## config.mk

```make
export PLATFORM = sky130hd
export DESIGN_NAME = char_display_nibble_sequencer
export DESIGN_NICKNAME = d
export VERILOG_FILES = /design/src/sv/cdns_pkg.sv /design/src/sv/cdns_ctrl.sv /design/src/sv/cdns_dp.sv /design/src/sv/char_display_nibble_sequencer.sv
export SDC_FILE = /design/constraint.sdc
export NUM_CORES = 1
export LEC_CHECK = 0
export CAP_MARGIN = 20
export CORE_MARGIN = 4
export CORE_UTILIZATION = 64
export DETAILED_ROUTE_END_ITERATION = 6
export DONT_BUFFER_PORTS = 1
export GPL_ROUTABILITY_DRIVEN = 0
export PLACE_DENSITY = 0.8
export SYNTH_ARGS = -nofsm -noshare
export SYNTH_HDL_FRONTEND = slang
export SYNTH_HIERARCHICAL = 1
export SYNTH_SLANG_ARGS = --single-unit
```

## constraint.sdc

```tcl
create_clock -name clk -period 2.67 [get_ports clk]
set_input_delay 0.267 -clock clk [delete_from_list [all_inputs] [get_ports clk]]
set_output_delay 0.267 -clock clk [all_outputs]
set_load 0.01 [all_outputs]
```

## src/sv/cdns_pkg.sv

```systemverilog
// Shared types, constants and tables for the character display nibble sequencer.
package cdns_pkg;

  typedef enum logic [2:0] {
    ST_IDLE,
    ST_PWRUP,
    ST_RAW,
    ST_BYTE,
    ST_POLL,
    ST_SAMP,
    ST_RESTORE
  } state_t;

  typedef enum logic [1:0] {
    REQ_INIT,
    REQ_CMD,
    REQ_DATA,
    REQ_SAMPLE
  } req_t;

  typedef enum logic [1:0] {
    NIB_ZERO,
    NIB_RAW,
    NIB_HI,
    NIB_LO
  } nib_sel_t;

  typedef enum logic [2:0] {
    HOLD_0,
    HOLD_10,
    HOLD_50,
    HOLD_5000,
    HOLD_50000,
    HOLD_RESTORE
  } hold_sel_t;

  localparam logic [15:0] HOLD_US_10    = 16'd10;
  localparam logic [15:0] HOLD_US_50    = 16'd50;
  localparam logic [15:0] HOLD_US_5000  = 16'd5000;
  localparam logic [15:0] HOLD_US_50000 = 16'd50000;

  localparam logic [7:0] CMD_DISPLAY_OFF = 8'h08;
  localparam logic [7:0] CMD_CLEAR       = 8'h01;
  localparam logic [7:0] CMD_ENTRY_MODE  = 8'h06;
  localparam logic [7:0] CMD_HOME        = 8'h02;
  localparam logic [7:0] CMD_DISPLAY_ON  = 8'h0C;

  localparam logic [3:0] RAW_WAKE     = 4'h3;
  localparam logic [3:0] RAW_EXT      = 4'h8;
  localparam logic [3:0] RAW_BUS4     = 4'h2;
  localparam logic [3:0] RAW_FUNC_LO  = 4'h8;

  localparam logic [2:0] RAW_FIRST    = 3'd0;
  localparam logic [2:0] RAW_EXT_IDX  = 3'd1;
  localparam logic [2:0] RAW_LAST     = 3'd4;
  localparam logic [2:0] SCRIPT_LAST  = 3'd4;

  localparam logic [1:0] SUB_SET  = 2'd0;
  localparam logic [1:0] SUB_HIGH = 2'd1;
  localparam logic [1:0] SUB_LOW  = 2'd2;

  typedef struct packed {
    logic      emit;
    logic      rs_byte;
    logic      rw;
    logic      e;
    nib_sel_t  nib_sel;
    logic [3:0] raw_nib;
    logic      drive;
    hold_sel_t hold_sel;
    logic      want;
    logic      last;
    logic      start_init;
    logic      start_byte;
    logic      take_sample;
    logic      set_poll;
    logic      next_script;
    logic      finish;
  } ctrl_cmd_t;

  typedef struct packed {
    logic out_free;
    logic polling;
    logic in_init;
    logic script_more;
    logic newer;
    logic busy;
  } dp_stat_t;

  function automatic logic [7:0] script_cmd(input logic [2:0] idx);
    logic [7:0] v;
    unique case (idx)
      3'd0:    v = CMD_DISPLAY_OFF;
      3'd1:    v = CMD_CLEAR;
      3'd2:    v = CMD_ENTRY_MODE;
      3'd3:    v = CMD_HOME;
      3'd4:    v = CMD_DISPLAY_ON;
      default: v = 8'h00;
    endcase
    return v;
  endfunction

  function automatic logic [3:0] raw_nibble(input logic [2:0] idx);
    logic [3:0] v;
    unique case (idx)
      3'd0:    v = RAW_WAKE;
      3'd1:    v = RAW_EXT;
      3'd2:    v = RAW_BUS4;
      3'd3:    v = RAW_BUS4;
      3'd4:    v = RAW_FUNC_LO;
      default: v = 4'h0;
    endcase
    return v;
  endfunction

endpackage

```

## src/sv/cdns_ctrl.sv

```systemverilog
// Step sequencer state machine: walks init, byte, poll and sample runs one pin step a beat while the output has room.
module cdns_ctrl (
  input  logic                clk,
  input  logic                rst,
  input  logic                in_valid,
  input  logic [1:0]          in_req,
  output logic                in_ready,
  input  cdns_pkg::dp_stat_t  stat,
  output cdns_pkg::ctrl_cmd_t cmd
);
  import cdns_pkg::*;

  state_t     state, state_next;
  logic [1:0] sub, sub_next;
  logic [2:0] raw_idx, raw_idx_next;
  logic       lo, lo_next;
  logic       accept;
  logic       go;
  logic       more_script;

  assign in_ready    = (state == ST_IDLE);
  assign accept      = in_valid && in_ready;
  assign go          = stat.out_free;
  assign more_script = stat.in_init && stat.script_more;

  always_ff @(posedge clk) begin
    if (rst) begin
      state   <= ST_IDLE;
      sub     <= SUB_SET;
      raw_idx <= RAW_FIRST;
      lo      <= 1'b0;
    end else begin
      state   <= state_next;
      sub     <= sub_next;
      raw_idx <= raw_idx_next;
      lo      <= lo_next;
    end
  end

  // next state
  always_comb begin
    state_next   = state;
    sub_next     = sub;
    raw_idx_next = raw_idx;
    lo_next      = lo;
    unique case (state)
      ST_IDLE: begin
        if (accept) begin
          sub_next = SUB_SET;
          lo_next  = 1'b0;
          if (in_req == REQ_SAMPLE) begin
            if (stat.polling) state_next = ST_SAMP;
          end else if (!stat.polling) begin
            state_next = (in_req == REQ_INIT) ? ST_PWRUP : ST_BYTE;
          end
        end
      end
      ST_PWRUP: begin
        if (go) begin
          state_next   = ST_RAW;
          raw_idx_next = RAW_FIRST;
          sub_next     = SUB_SET;
        end
      end
      ST_RAW: begin
        if (go) begin
          if (sub == SUB_LOW) begin
            sub_next = SUB_SET;
            if (raw_idx == RAW_LAST) begin
              state_next = ST_BYTE;
              lo_next    = 1'b0;
            end else if (raw_idx == RAW_FIRST && !stat.newer) begin
              raw_idx_next = RAW_EXT_IDX + 3'd1;
            end else begin
              raw_idx_next = raw_idx + 3'd1;
            end
          end else begin
            sub_next = sub + 2'd1;
          end
        end
      end
      ST_BYTE: begin
        if (go) begin
          if (sub == SUB_LOW) begin
            sub_next = SUB_SET;
            if (lo) state_next = ST_POLL;
            else    lo_next    = 1'b1;
          end else begin
            sub_next = sub + 2'd1;
          end
        end
      end
      ST_POLL: begin
        if (go) begin
          if (sub == SUB_HIGH) begin
            sub_next   = SUB_SET;
            state_next = ST_IDLE;
          end else begin
            sub_next = sub + 2'd1;
          end
        end
      end
      ST_SAMP: begin
        if (go) begin
          if (sub == SUB_LOW) begin
            sub_next   = SUB_SET;
            state_next = stat.busy ? ST_POLL : ST_RESTORE;
          end else begin
            sub_next = sub + 2'd1;
          end
        end
      end
      ST_RESTORE: begin
        if (go) begin
          sub_next = SUB_SET;
          lo_next  = 1'b0;
          state_next = more_script ? ST_BYTE : ST_IDLE;
        end
      end
      default: state_next = ST_IDLE;
    endcase
  end

  // outputs
  always_comb begin
    cmd          = '0;
    cmd.nib_sel  = NIB_ZERO;
    cmd.hold_sel = HOLD_0;
    unique case (state)
      ST_IDLE: begin
        if (accept && in_req != REQ_SAMPLE && !stat.polling) begin
          cmd.start_init = (in_req == REQ_INIT);
          cmd.start_byte = (in_req != REQ_INIT);
        end
        cmd.take_sample = accept && (in_req == REQ_SAMPLE) && stat.polling;
      end
      ST_PWRUP: begin
        cmd.emit     = go;
        cmd.drive    = 1'b1;
        cmd.hold_sel = HOLD_50000;
      end
      ST_RAW: begin
        cmd.emit     = go;
        cmd.nib_sel  = NIB_RAW;
        cmd.raw_nib  = raw_nibble(raw_idx);
        cmd.drive    = 1'b1;
        cmd.e        = (sub == SUB_HIGH);
        cmd.hold_sel = (sub == SUB_LOW) ? HOLD_5000 : HOLD_50;
      end
      ST_BYTE: begin
        cmd.emit     = go;
        cmd.rs_byte  = 1'b1;
        cmd.nib_sel  = lo ? NIB_LO : NIB_HI;
        cmd.drive    = 1'b1;
        cmd.e        = (sub == SUB_HIGH);
        cmd.hold_sel = (sub == SUB_LOW) ? HOLD_0 : HOLD_50;
      end
      ST_POLL: begin
        cmd.emit     = go;
        cmd.rw       = 1'b1;
        cmd.e        = (sub == SUB_HIGH);
        cmd.hold_sel = (sub == SUB_HIGH) ? HOLD_10 : HOLD_0;
        cmd.want     = (sub == SUB_HIGH);
        cmd.last     = (sub == SUB_HIGH);
        cmd.set_poll = go && (sub == SUB_HIGH);
      end
      ST_SAMP: begin
        cmd.emit     = go;
        cmd.rw       = 1'b1;
        cmd.e        = (sub == SUB_HIGH);
        cmd.hold_sel = (sub == SUB_HIGH) ? HOLD_50 : HOLD_0;
      end
      ST_RESTORE: begin
        cmd.emit        = go;
        cmd.drive       = 1'b1;
        cmd.hold_sel    = HOLD_RESTORE;
        cmd.last        = !more_script;
        cmd.next_script = go && more_script;
        cmd.finish      = go && !more_script;
      end
      default: cmd = '0;
    endcase
  end

`ifndef SYNTHESIS
  a_emit_needs_room: assert property (@(posedge clk) disable iff (rst)
    cmd.emit |-> stat.out_free)
    else $error("step issued while output register full");

  a_last_ends_run: assert property (@(posedge clk) disable iff (rst)
    (cmd.emit && cmd.last) |=> (state == ST_IDLE))
    else $error("sequencer busy after final step");

  a_stray_sample: assert property (@(posedge clk) disable iff (rst)
    (accept && in_req == REQ_SAMPLE && !stat.polling) |=> (state == ST_IDLE))
    else $error("busy sample while idle was not ignored");

  a_sub_range: assert property (@(posedge clk) disable iff (rst)
    sub != 2'd3)
    else $error("step counter out of range");
`endif

endmodule

```

## src/sv/cdns_dp.sv

```systemverilog
// Datapath: config register, sequence state, latched byte and the registered output step.
module cdns_dp (
  input  logic                clk,
  input  logic                rst,
  input  logic                psel,
  input  logic                penable,
  input  logic                pwrite,
  input  logic [2:0]          paddr,
  input  logic [31:0]         pwdata,
  output logic [31:0]         prdata,
  input  logic [1:0]          in_req,
  input  logic [7:0]          in_byte,
  input  logic                in_busy,
  input  cdns_pkg::ctrl_cmd_t cmd,
  output cdns_pkg::dp_stat_t  stat,
  output logic                out_valid,
  input  logic                out_ready,
  output logic                out_rs,
  output logic                out_rw,
  output logic                out_e,
  output logic [3:0]          out_nib,
  output logic                out_drive,
  output logic [15:0]         out_hold,
  output logic                out_want,
  output logic                out_last
);
  import cdns_pkg::*;

  logic       newer;
  logic       polling;
  logic       in_init;
  logic [2:0] script_index;
  logic [7:0] byte_reg;
  logic       rs_reg;
  logic       busy_reg;
  logic [3:0] nib;
  logic [15:0] hold;

  // single register at word 0; paddr[2] picks the word
  always_ff @(posedge clk) begin
    if (rst) begin
      newer <= 1'b1;
    end else if (psel && penable && pwrite && !paddr[2]) begin
      newer <= pwdata[0];
    end
  end

  assign prdata = paddr[2] ? 32'd0 : {31'd0, newer};

  always_ff @(posedge clk) begin
    if (rst) begin
      polling      <= 1'b0;
      in_init      <= 1'b0;
      script_index <= 3'd0;
    end else begin
      if (cmd.start_init) begin
        in_init      <= 1'b1;
        script_index <= 3'd0;
      end
      if (cmd.start_byte) begin
        in_init      <= 1'b0;
        script_index <= 3'd0;
      end
      if (cmd.set_poll) polling <= 1'b1;
      if (cmd.next_script) script_index <= script_index + 3'd1;
      if (cmd.finish) begin
        in_init      <= 1'b0;
        script_index <= 3'd0;
        polling      <= 1'b0;
      end
    end
  end

  always_ff @(posedge clk) begin
    if (cmd.start_init) begin
      byte_reg <= script_cmd(3'd0);
      rs_reg   <= 1'b0;
    end
    if (cmd.start_byte) begin
      byte_reg <= in_byte;
      rs_reg   <= (in_req == REQ_DATA);
    end
    if (cmd.next_script) begin
      byte_reg <= script_cmd(script_index + 3'd1);
      rs_reg   <= 1'b0;
    end
    if (cmd.take_sample) busy_reg <= in_busy;
  end

  assign stat.out_free    = !out_valid || out_ready;
  assign stat.polling     = polling;
  assign stat.in_init     = in_init;
  assign stat.script_more = (script_index < SCRIPT_LAST);
  assign stat.newer       = newer;
  assign stat.busy        = busy_reg;

  always_comb begin
    unique case (cmd.nib_sel)
      NIB_ZERO: nib = 4'h0;
      NIB_RAW:  nib = cmd.raw_nib;
      NIB_HI:   nib = byte_reg[7:4];
      NIB_LO:   nib = byte_reg[3:0];
      default:  nib = 4'h0;
    endcase
  end

  always_comb begin
    unique case (cmd.hold_sel)
      HOLD_0:       hold = 16'd0;
      HOLD_10:      hold = HOLD_US_10;
      HOLD_50:      hold = HOLD_US_50;
      HOLD_5000:    hold = HOLD_US_5000;
      HOLD_50000:   hold = HOLD_US_50000;
      HOLD_RESTORE: hold = in_init ? HOLD_US_5000 : 16'd0;
      default:      hold = 16'd0;
    endcase
  end

  always_ff @(posedge clk) begin
    if (rst) begin
      out_valid <= 1'b0;
    end else if (cmd.emit) begin
      out_valid <= 1'b1;
    end else if (out_ready) begin
      out_valid <= 1'b0;
    end
  end

  always_ff @(posedge clk) begin
    if (cmd.emit) begin
      out_rs    <= cmd.rs_byte && rs_reg;
      out_rw    <= cmd.rw;
      out_e     <= cmd.e;
      out_nib   <= nib;
      out_drive <= cmd.drive;
      out_hold  <= hold;
      out_want  <= cmd.want;
      out_last  <= cmd.last;
    end
  end

`ifndef SYNTHESIS
  a_script_range: assert property (@(posedge clk) disable iff (rst)
    script_index <= SCRIPT_LAST)
    else $error("script index past end of init script");

  a_script_only_in_init: assert property (@(posedge clk) disable iff (rst)
    cmd.next_script |-> (in_init && polling))
    else $error("script advance outside init polling");

  a_stall_holds: assert property (@(posedge clk) disable iff (rst)
    (out_valid && !out_ready) |-> !cmd.emit)
    else $error("output step overwritten while stalled");
`endif

endmodule

```

## src/sv/char_display_nibble_sequencer.sv

```systemverilog
// Top level of the character display nibble sequencer.
// Turns init, command, data and busy-sample beats into runs of 4-bit bus pin steps, one step
// per cycle into a registered output while the output side keeps taking them. An init run is
// 24 steps (21 with newer_panel clear), a command or data byte 8 steps, a busy sample 5 steps
// when still busy, 4 when clear at the end, and 12 when clear mid init script. A new input
// beat is taken only once the step sequencer in the controller has issued the final step of
// the previous run, so no new beat is accepted while a run is in progress; ignored beats
// produce nothing. The newer_panel register sits at address 0 of the APB port.
module char_display_nibble_sequencer (
  input  logic        clk,
  input  logic        rst,
  input  logic        s_tvalid,
  output logic        s_tready,
  input  logic [15:0] s_tdata,   // byte_value[7:0], busy_level[8], zero fill
  input  logic [1:0]  s_tuser,   // req_type[1:0]
  output logic        m_tvalid,
  input  logic        m_tready,
  output logic [23:0] m_tdata,   // rw_level[0], enable_level[1], nibble_out[5:2],
                                 // drive_data[6], hold_us[22:7], want_sample[23]
  output logic [0:0]  m_tuser,   // rs_level[0]
  output logic        m_tlast,
  input  logic        psel,
  input  logic        penable,
  input  logic        pwrite,
  input  logic [2:0]  paddr,
  input  logic [31:0] pwdata,
  output logic [31:0] prdata,
  output logic        pready
);
  import cdns_pkg::*;

  ctrl_cmd_t   cmd;
  dp_stat_t    stat;
  logic        out_rs;
  logic        out_rw;
  logic        out_e;
  logic [3:0]  out_nib;
  logic        out_drive;
  logic [15:0] out_hold;
  logic        out_want;

  assign pready = 1'b1;

  cdns_ctrl u_ctrl (
    .clk      (clk),
    .rst      (rst),
    .in_valid (s_tvalid),
    .in_req   (s_tuser),
    .in_ready (s_tready),
    .stat     (stat),
    .cmd      (cmd)
  );

  cdns_dp u_dp (
    .clk       (clk),
    .rst       (rst),
    .psel      (psel),
    .penable   (penable),
    .pwrite    (pwrite),
    .paddr     (paddr),
    .pwdata    (pwdata),
    .prdata    (prdata),
    .in_req    (s_tuser),
    .in_byte   (s_tdata[7:0]),
    .in_busy   (s_tdata[8]),
    .cmd       (cmd),
    .stat      (stat),
    .out_valid (m_tvalid),
    .out_ready (m_tready),
    .out_rs    (out_rs),
    .out_rw    (out_rw),
    .out_e     (out_e),
    .out_nib   (out_nib),
    .out_drive (out_drive),
    .out_hold  (out_hold),
    .out_want  (out_want),
    .out_last  (m_tlast)
  );

  assign m_tdata = {out_want, out_hold, out_drive, out_nib, out_e, out_rw};
  assign m_tuser = out_rs;

endmodule
```

==> flow_summary.ini, run 1 <==
[global_route]
grt_start_max_net_pins = 20
grt_pass1_vias = 1746
grtUsageTotal_pct = 17.82
grt_first_pass_wirelength_um = 7762
grt_overflow = 0
antenna_found_initial = 0

[setup_path]
worstSetupPathType = reg -> reg
reg2reg_to = u_dp/byte_reg[1]$_DFFE_PP_
rrSetupSlack_ps = 500
slowest_stage = nor2_1
critPathMaxStageDelay_ps = 560
cp-start-kind = register
crit_fanout = 12
arrival_ps = 2220
path_cells = nand2b_1 -> nand4b_1 -> nor2_1 -> nor2b_1 -> a22o_1
endpoint_kind = register
worstReg2RegStart = u_dp/out_valid$_SDFFE_PP0P_
cp.required_ps = 2720
reg2reg_depth = 5

[final_layout]
drive_gt1_share_pct = 12.46
final_common_cell = conb_1
mostFrequentLayoutCells = conb_1 (38), edfxtp_1 (26), nor2_1 (21)
finalNonFillerCells = 341
largest_reg_flops = 8
areaGrowthSynthToFinish_pct = -2.798
num-nets-final = 357
diodes = 0

[worst_hold_path]
min_path_type = in -> reg
whs_path_depth = 1
min_to = u_ctrl/state[1]$_SDFFE_PP0P_
hold_start = rst

[drt]
wire_per_inst_um = 14.18
met2_wirelength_um = 2393
routed_wl_um = 4837
vias = 1869
dr_wl_met3_um = 299
dr.pass1.iters = 4
ant_nets = 0
drt-initial-drc-count = 97
met1_length_um = 2103
post_drt_via_cell_ratio = 5.481
dr.max_layer_used = met4
drc = 0

[timing]
maxSlewHeadroom_pct = 48.06
maxSlewViolCount = 0
max_freq_mhz = 460.1
finalHoldViolCount = 0
rsz0062_at_grt = no
setup_viol = 0
fin_crit_ps = 2174
setup_tns_ps = 0
min_period_over_period_pct = 81.41
worst_pin_slew_ps = 779.1
finalClockSkew_ps = 5.263

[floorplanning]
die_area_um2 = 5605
start_util_pct = 65.72
die-height_um = 74.87
core_area_um2 = 4354
dieWidth_um = 74.87
io_pins = 121
fp-row-count = 24

[clock_network]
clkSlewWorstSetupHoldPaths_ps = 80
cts_resized = 0
htreeDepth = 2
cts_tree = done
clock-sinks = 43
root_buffer = clkbuf_8
insertion_delay_ps = 290
ctsHoldBuffers = 0
cts-buffers-inserted = 5
post_cts_buffers = 0
cts_buffer_depth = 2

[pwr]
ir_worst_vdd_uv = 404.8
p_leak_nw = 1.097
p_per_area_nw_per_um2 = 907.7
fin_total_pwr_mw = 2.525

[synth]
synth_area_per_cell_um2 = 9.538
yosysSeqAreaShare_pct = 39.18
ys_types = 63
synth_edf_count = 26
synth-warning-count = 6
synthFlopType = edfxtp_1
async_reset_ff_share_pct = 0
ys_ff_latch = 43
postSynthCellCount = 300
synth_area_um2 = 2861

[place]
dp.final_hpwl_um = 3598
dp_cells = 333
portBuffers = 0

[job]
cap_violations = 0

[status]
outcome = finished clean
-- critical path, delay by kind of cell, from the launching register on --
| family | cells | cell delay, ps |
|---|---|---|
| AOI/OAI and AO/OA | 1 | 280 |
| DFF | 1 | 350 |
| and+or+nand+nor | 4 | 1300 |
-- cells in the mapped netlist, types with 4 or more instances --
library cell  count  share of area, %
nand3_1           7               1.2
mux2_2            4               1.6
nand2b_1         11               2.4
nor2b_1          10               2.2
nor2_1           21               2.8
inv_1            12               1.6
and2_1            8               1.7
nand2_1          16               2.1
a22o_1            5               1.5
ha_1              9               3.9
o21ai_0           5              0.87
dfxtp_1          17                12
buf_4            54                14
edfxtp_1         26                27
mux2i_1           4               1.4
a21oi_1          20               3.5
-- stage by stage --
stage / hold slack, ps / utilization, % / worst slack (ps) / cell area, µm²
2_1_floorplan: 336.1 / - / 435.9 / 2993
3_3_place_gp: 340.1 / 61.18 / 536.8 / 2664
3_5_place_dp: 336.5 / 61.18 / 527.5 / 2664
4_1_cts: 22.87 / 63.88 / 526.2 / 2781
5_1_grt: 19.49 / 63.88 / 213.0 / 2781
6_report: 35.29 / 63.88 / 496.5 / 2781
-- where the power goes --
group | internal [mW] | switching (mW)
Clock | 0.302 | 0.210
Sequential | 0.981 | 0.182
Combinational | 0.330 | 0.519
-- how the worst max path moves through the flow --
stage | slack (ps) | start | depth (start not counted) | end
after floorplan | 440 | u_ctrl/state[1]$_SDFFE_PP0P_ | 7 | u_dp/byte_reg[3]$_DFFE_PP_
final | 500 | u_dp/out_valid$_SDFFE_PP0P_ | 5 | u_dp/byte_reg[1]$_DFFE_PP_
after CTS | 530 | u_dp/out_valid$_SDFFE_PP0P_ | 5 | u_dp/byte_reg[1]$_DFFE_PP_
after detailed placement | 530 | u_dp/out_valid$_SDFFE_PP0P_ | 5 | u_dp/byte_reg[1]$_DFFE_PP_
after global placement | 540 | u_dp/out_valid$_SDFFE_PP0P_ | 5 | u_dp/byte_reg[1]$_DFFE_PP_
after global routing | 210 | u_dp/out_valid$_SDFFE_PP0P_ | 5 | u_dp/byte_reg[1]$_DFFE_PP_
-- cell type report --
type / instances / area, µm²
clock buffers: 6 / 82.58
clock inverters: 2 / 35.03
fillers: 369 / 1573
inverters: 14 / 52.55
multi-input cells: 216 / 1365
flip-flops and latches: 43 / 1121
well taps: 52 / 65.06
repair buffers: 8 / 60.06
-- cell families (layout without fill, tap and decap cells) --
kind of cell,Yosys count,after routing,share of synthesized area (%)
buffers and inverters,76,30,17.71
and+or+nand+nor,101,101,20.64
adders and majority gates,9,9,3.935
muxes,8,8,2.973
DFF,43,43,39.18
AOI/OAI and AO/OA,57,57,14.25
xor gates and xnor gates,3,3,0.9184
other,3,38,0.3935
-- metal layers --
| layer | up-vias | track usage, % |
|---|---|---|
| met5 | - | 0 |
| met4 | 0 | 6.324 |
| met3 | 5 | 4.005 |
| met2 | 60 | 29.11 |
| met1 | 873 | 23.21 |
| li1 | 931 | - |
(Power assumes the default switching activity.)
==> run 2: changes to the inputs <==
==> constraint.sdc (replaced) <==
create_clock -name clk -period 2.08 [get_ports clk]
set_input_delay 0.208 -clock clk [delete_from_list [all_inputs] [get_ports clk]]
set_output_delay 0.208 -clock clk [all_outputs]
set_load 0.01 [all_outputs]
==> run 2 against run 1 <==
Effect of this change:
- sequential power increased by 28%
- combinational power up 37%
- final cell count grew 1.8%
- count of clock-buffer cells in the layout up 1
- register-to-register slack worse by 350 ps
- maximum frequency rose by 13%
- worst hold slack better by 31 ps
- routed wire length up 1.5%
- die area unchanged
- setup slack worse by 350 ps
- global-route usage up 0.47 points
- critical path depth rose by 2
- highest routed layer unchanged
==> flow_summary.ini, run 2 (synthesized netlist as in run 1, its figures left out) <==
[final_layout]
diodes = 0
final_common_cell = conb_1
mostFrequentLayoutCells = conb_1 (38), edfxtp_1 (26), nor2_1 (21)
finalNonFillerCells = 347
areaGrowthSynthToFinish_pct = -1.880
finish.utilization_pct = 64.48
largest_reg_flops = 8
drive_gt1_share_pct = 13.56
num-nets-final = 363
fill_cells = 365

[setup_path]
critical-path-top-delay-family = compound AO/OA/AOI/OAI gates
arrival_ps = 2140
endpoint_kind = register
critPathMaxStageDelay_ps = 460
path_buf_inv = 1
slowest_stage = a2111o_1
cp.required_ps = 2290
crit_fanout = 4
cp-start-kind = register
worstSetupPathType = reg -> reg
path_cells = inv_1 -> ha_1 -> and2_1 -> a2111o_1 -> o221a_4 -> and2_4 -> o31ai_2

[timing]
max_freq_mhz = 517.7
worst_slack_ps = 148.2
finalHoldViolCount = 0
rsz0062_at_grt = no
maxSlewHeadroom_pct = 47.34
setup_tns_ps = 0
fin_crit_ps = 1932
maxSlewViolCount = 0
finalClockSkew_ps = 3.473
worst_pin_slew_ps = 789.9
min_period_over_period_pct = 92.87
setup_viol = 0

[drt]
drt-initial-drc-count = 136
ant_nets = 0
routed_wl_um = 4911
drc = 0
vias = 1914
wire_per_inst_um = 14.15
dr.pass1.iters = 4
post_drt_via_cell_ratio = 5.516

[floorplanning]
io_pins = 121
dieWidth_um = 74.87
core_area_um2 = 4354
die-height_um = 74.87
start_util_pct = 65.72
die_area_um2 = 5605
fp-row-count = 24

[clock_network]
cts-buffers-inserted = 5
cts_buffer_depth = 2
root_buffer = clkbuf_8
clkSlewWorstSetupHoldPaths_ps = 70
htreeDepth = 2
insertion_delay_ps = 290
clock-sinks = 43
cts_tree = done

[pwr]
p_per_area_nw_per_um2 = 1118
ir_worst_vdd_uv = 629.1
p_leak_nw = 1.109

[place]
dp_cells = 337
portBuffers = 0
dp_slack_ps = 174.4
dp.final_hpwl_um = 3717

[global_route]
grt_first_pass_wirelength_um = 7824
grtUsageTotal_pct = 18.29
antenna_found_initial = 0
grt_overflow = 0
grt_start_max_net_pins = 20
grt_pass1_vias = 1734

[job]
cap_violations = 0

[worst_hold_path]
min_path_type = in -> reg

[status]
outcome = finished clean
run 2: final timing paths:
| path | start | to | slack, ps | cells past startpoint |
|---|---|---|---|---|
| setup / recovery | u_ctrl/raw_idx[1]$_SDFFE_PP0P_ | u_ctrl/state[0]$_SDFFE_PP0P_ | 150 | 7 |
| hold / removal | s_tuser[1] | u_dp/rs_reg$_SDFFE_PP0P_ | 70 | 2 |
| setup reg to reg | u_ctrl/raw_idx[1]$_SDFFE_PP0P_ | u_ctrl/state[0]$_SDFFE_PP0P_ | 150 | 7 |
| hold reg to reg | u_ctrl/lo$_SDFFE_PP0P_ | u_ctrl/lo$_SDFFE_PP0P_ | 500 | 2 |
run 2: per-stage QoR:
step / power (mW) / hold WS (ps) / area [µm²]
after floorplan: 2.556 / 277.1 / 2999
after global placement: 2.610 / 277.9 / 2700
after detailed placement: 2.646 / 277.8 / 2700
after CTS: 3.152 / 61.76 / 2801
after global routing: 3.361 / 74.17 / 2808
final: 3.139 / 66.71 / 2808
run 2: metal layers:
metal  vias to the layer above  wire [µm]  GRT usage, %
li1                        942          -             -
met1                       896       2135         24.20
met2                        74       2433         29.69
met3                         2        316         5.207
met4                         0         25         4.348
met5                         -          0             0
run 2: cell type report:
class | count | area, µm² | area share [%]
well taps | 52 | 65.06 | 2.317
inverters | 14 | 52.55 | 1.872
multi-input cells | 216 | 1378 | 49.06
clock inverters | 1 | 5.005 | 0.1783
flip-flops and latches | 43 | 1121 | 39.93
repair buffers | 14 | 110.1 | 3.922
clock buffers | 7 | 76.32 | 2.718
run 2: where the power goes:
part / internal, mW / total [mW] / switching, mW
Clock: 0.236 / 0.502 / 0.266
Combinational: 0.457 / 1.16 / 0.700
Sequential: 1.26 / 1.48 / 0.221
Total: 1.95 / 3.14 / 1.19
run 2: timing repair:
| item | CTS | global route |
|---|---|---|
| setup endpoints to repair | 0 | 8 |
| endpoints found under the hold margin | 11 | 0 |
| resized for setup | 0 | 1 |
| buffers inserted | 0 | 0 |
| hold buffers | 2 | 0 |
==> run 3: changes to the inputs <==
--- a/config.mk
+++ b/config.mk
@@ -5,13 +5,15 @@
 export SDC_FILE = /design/constraint.sdc
 export NUM_CORES = 1
 export LEC_CHECK = 0
+export ABC_AREA = 1
 export CAP_MARGIN = 20
 export CORE_MARGIN = 4
 export CORE_UTILIZATION = 64
 export DETAILED_ROUTE_END_ITERATION = 6
 export DONT_BUFFER_PORTS = 1
 export GPL_ROUTABILITY_DRIVEN = 0
-export PLACE_DENSITY = 0.8
+export PLACE_DENSITY = 0.88
+export RECOVER_POWER = 25
 export SYNTH_ARGS = -nofsm -noshare
 export SYNTH_HDL_FRONTEND = slang
 export SYNTH_HIERARCHICAL = 1
==> run 3 against run 2 <==
Effect of this change:
- core utilization up 3.2 points
- final cell count up 16%
- die area fell by 0.71%
- setup slack better by 21 ps
- flip-flop and latch count unchanged
- clock skew increased by 2.5 ps
==> flow_summary.ini, run 3 <==
[status]
outcome = finished clean

[final_layout]
largest_reg_flops = 8
areaGrowthSynthToFinish_pct = -1.278
num-nets-final = 422
mostFrequentLayoutCells = nand2_1 (56), inv_1 (44), conb_1 (38), nor2_1 (38), nand3_1 (35)
diodes = 0
drive_gt1_share_pct = 12.43
final_common_cell = nand2_1

[clock_network]
clock-sinks = 43
cts-buffers-inserted = 5
root_buffer = clkbuf_8
htreeDepth = 2
clkSlewWorstSetupHoldPaths_ps = 80
cts_buffer_depth = 2
cts_tree = done
insertion_delay_ps = 300

[synth]
synth_compound_area_share_pct = 5.773
postSynthCellCount = 355
synthFlopType = edfxtp_1
synth_mux_area_share_pct = 0
synth_top_family_by_area = simple AND/OR/NAND/NOR gates
ys_ff_latch = 43
post-synth-top-count-cell = nand2_1
synth.top_cell.area_share_pct = 27.50
async_reset_ff_share_pct = 0
synth_xor_area_share_pct = 0.6170
synthSimpleGateAreaFrac_pct = 27.63
ys_types = 32
synth_area_um2 = 2839
synth_area_per_cell_um2 = 7.997
synth_edf_count = 26
synth.area.top_cells = edfxtp_1 (28%), buf_4 (14%), dfxtp_1 (12%)
yosysSeqAreaShare_pct = 39.49
synth_fa_ha_area_share_pct = 3.967
synth-warning-count = 6
yosysTopAreaCell = edfxtp_1
synthTopCellsByCount = nand2_1 (56), buf_4 (52), inv_1 (44)

[floorplanning]
die_area_um2 = 5565
dieWidth_um = 74.60
io_pins = 121
start_util_pct = 68.51
core_area_um2 = 4144
die-height_um = 74.60
fp-row-count = 23

[place]
portBuffers = 0
dp.final_hpwl_um = 4039
dp_slack_ps = 200.4

[setup_path]
endpoint_kind = register
rrSetupSlack_ps = 170
arrival_ps = 1960
cp-start-kind = register
worstSetupPathType = reg -> reg
reg2reg_depth = 8
slowest_stage = dfxtp_1
worstReg2RegStart = u_ctrl/state[1]$_SDFFE_PP0P_
crit_fanout = 7
critical_path.most_common_cell = inv_1
cp.required_ps = 2120
path_cells = buf_4 -> nand2_1 -> nor2_2 -> inv_1 -> o221ai_1 -> inv_1 -> nand4_1 -> nand3_1
critPathMaxStageDelay_ps = 480
reg2reg_to = u_dp/out_hold[3]$_DFFE_PP_

[job]
cap_violations = 0

[timing]
setup_tns_ps = 0
maxSlewViolCount = 0
fin_crit_ps = 1911
max_freq_mhz = 523.4
worst_slack_ps = 169.4
setup_viol = 0
rsz0062_at_grt = no
hold_ws_ps = 16.93
finalClockSkew_ps = 5.999
min_period_over_period_pct = 91.86
finalHoldViolCount = 0

[drt]
post_drt_via_cell_ratio = 5.146
ant_nets = 0
drt-initial-drc-count = 190
routed_wl_um = 5047
dr.pass1.iters = 6
wire_per_inst_um = 12.49
drc = 0
vias = 2079

[global_route]
antenna_found_initial = 0
grt_first_pass_wirelength_um = 8231
grt_overflow = 0
grt_start_max_net_pins = 19
grt_pass1_vias = 1954
grtUsageTotal_pct = 19.24

[pwr]
p_per_area_nw_per_um2 = 1223
ir_worst_vdd_uv = 721.8
fin_total_pwr_mw = 3.429
p_leak_nw = 1.375

[worst_hold_path]
whs_path_depth = 1
hold_start = rst
min_path_type = in -> reg
min_to = u_dp/newer$_SDFFE_PP1P_
[run 3: cell types whose count changed in the layout (fill, tap and decap cells not counted), moves of 10 or more]
cell      before  now
nand2_1       16   56
inv_1         12   44
nand3_1        7   35
nor2_1        21   38
nand2b_1      11    0
nor2b_1       10    0
[run 3: per-layer routing]
metal  vias up  GRT usage, %  share of wire (%)
met1       944         23.45                 40
met4         0         8.103                1.8
met2        84         32.59                 49
met5         -             0                  0
li1       1039             -                  -
met3        12         4.459                8.6
[run 3: where the power goes]
part	leakage (nW)	total [mW]	internal [mW]	switching (mW)
Combinational	0.927	1.27	0.402	0.870
Clock	0.0524	0.625	0.359	0.266
Sequential	0.396	1.53	1.27	0.265
Total	1.37	3.43	2.03	1.40
[run 3: how the worst max path moves through the flow]
stage,cells past startpoint,from,to
2_1_floorplan,7,u_ctrl/state[1]$_SDFFE_PP0P_,u_dp/byte_reg[0]$_DFFE_PP_
3_3_place_gp,8,u_ctrl/state[1]$_SDFFE_PP0P_,u_dp/out_hold[3]$_DFFE_PP_
6_report,8,u_ctrl/state[1]$_SDFFE_PP0P_,u_dp/out_hold[3]$_DFFE_PP_
3_5_place_dp,8,u_ctrl/state[1]$_SDFFE_PP0P_,u_dp/out_hold[3]$_DFFE_PP_
4_1_cts,8,u_ctrl/state[1]$_SDFFE_PP0P_,u_dp/out_hold[3]$_DFFE_PP_
5_1_grt,8,u_ctrl/state[1]$_SDFFE_PP0P_,u_dp/out_hold[9]$_DFFE_PP_
[run 3: cells by family (layout without fill, tap and decap cells)]
group | count (synthesis) | count (layout)
other | 3 | 38
xor gates and xnor gates | 2 | 2
buffers and inverters | 107 | 71
AOI/OAI and AO/OA | 31 | 31
and+or+nand+nor | 160 | 160
DFF | 43 | 43
adders and majority gates | 9 | 9
[run 3: through the flow]
step                cells  util (%)  area (µm²)
floorplan             390         -        2970
global placement      394     64.58        2676
detailed placement    394     64.58        2676
CTS                   404     67.63        2803
global route          404     67.63        2803
finish                404     67.63        2803
[run 3: area by class of cell]
| cell class | count | area (µm²) |
|---|---|---|
| inverters | 51 | 196.4 |
| fillers | 336 | 1341 |
| repair buffers | 12 | 95.09 |
| clock inverters | 1 | 30.03 |
| clock buffers | 7 | 76.32 |
| flip-flops and latches | 43 | 1121 |
| multi-input cells | 240 | 1221 |
| well taps | 50 | 62.56 |
[run 3: timing repair]
item,4_1_cts,5_1_grt
endpoints found under the hold margin,3,0
gates resized for setup,0,0
buffers inserted,0,0
setup endpoints to repair,0,0
hold buffers,2,0
[run 3: critical path, delay by kind of cell (launching register included)]
family | cells | cell delay [ps]
flip-flops | 1 | 480
AND/OR/NAND/NOR | 4 | 470
buffers and inverters | 3 | 420
AO/OA/AOI/OAI | 1 | 280
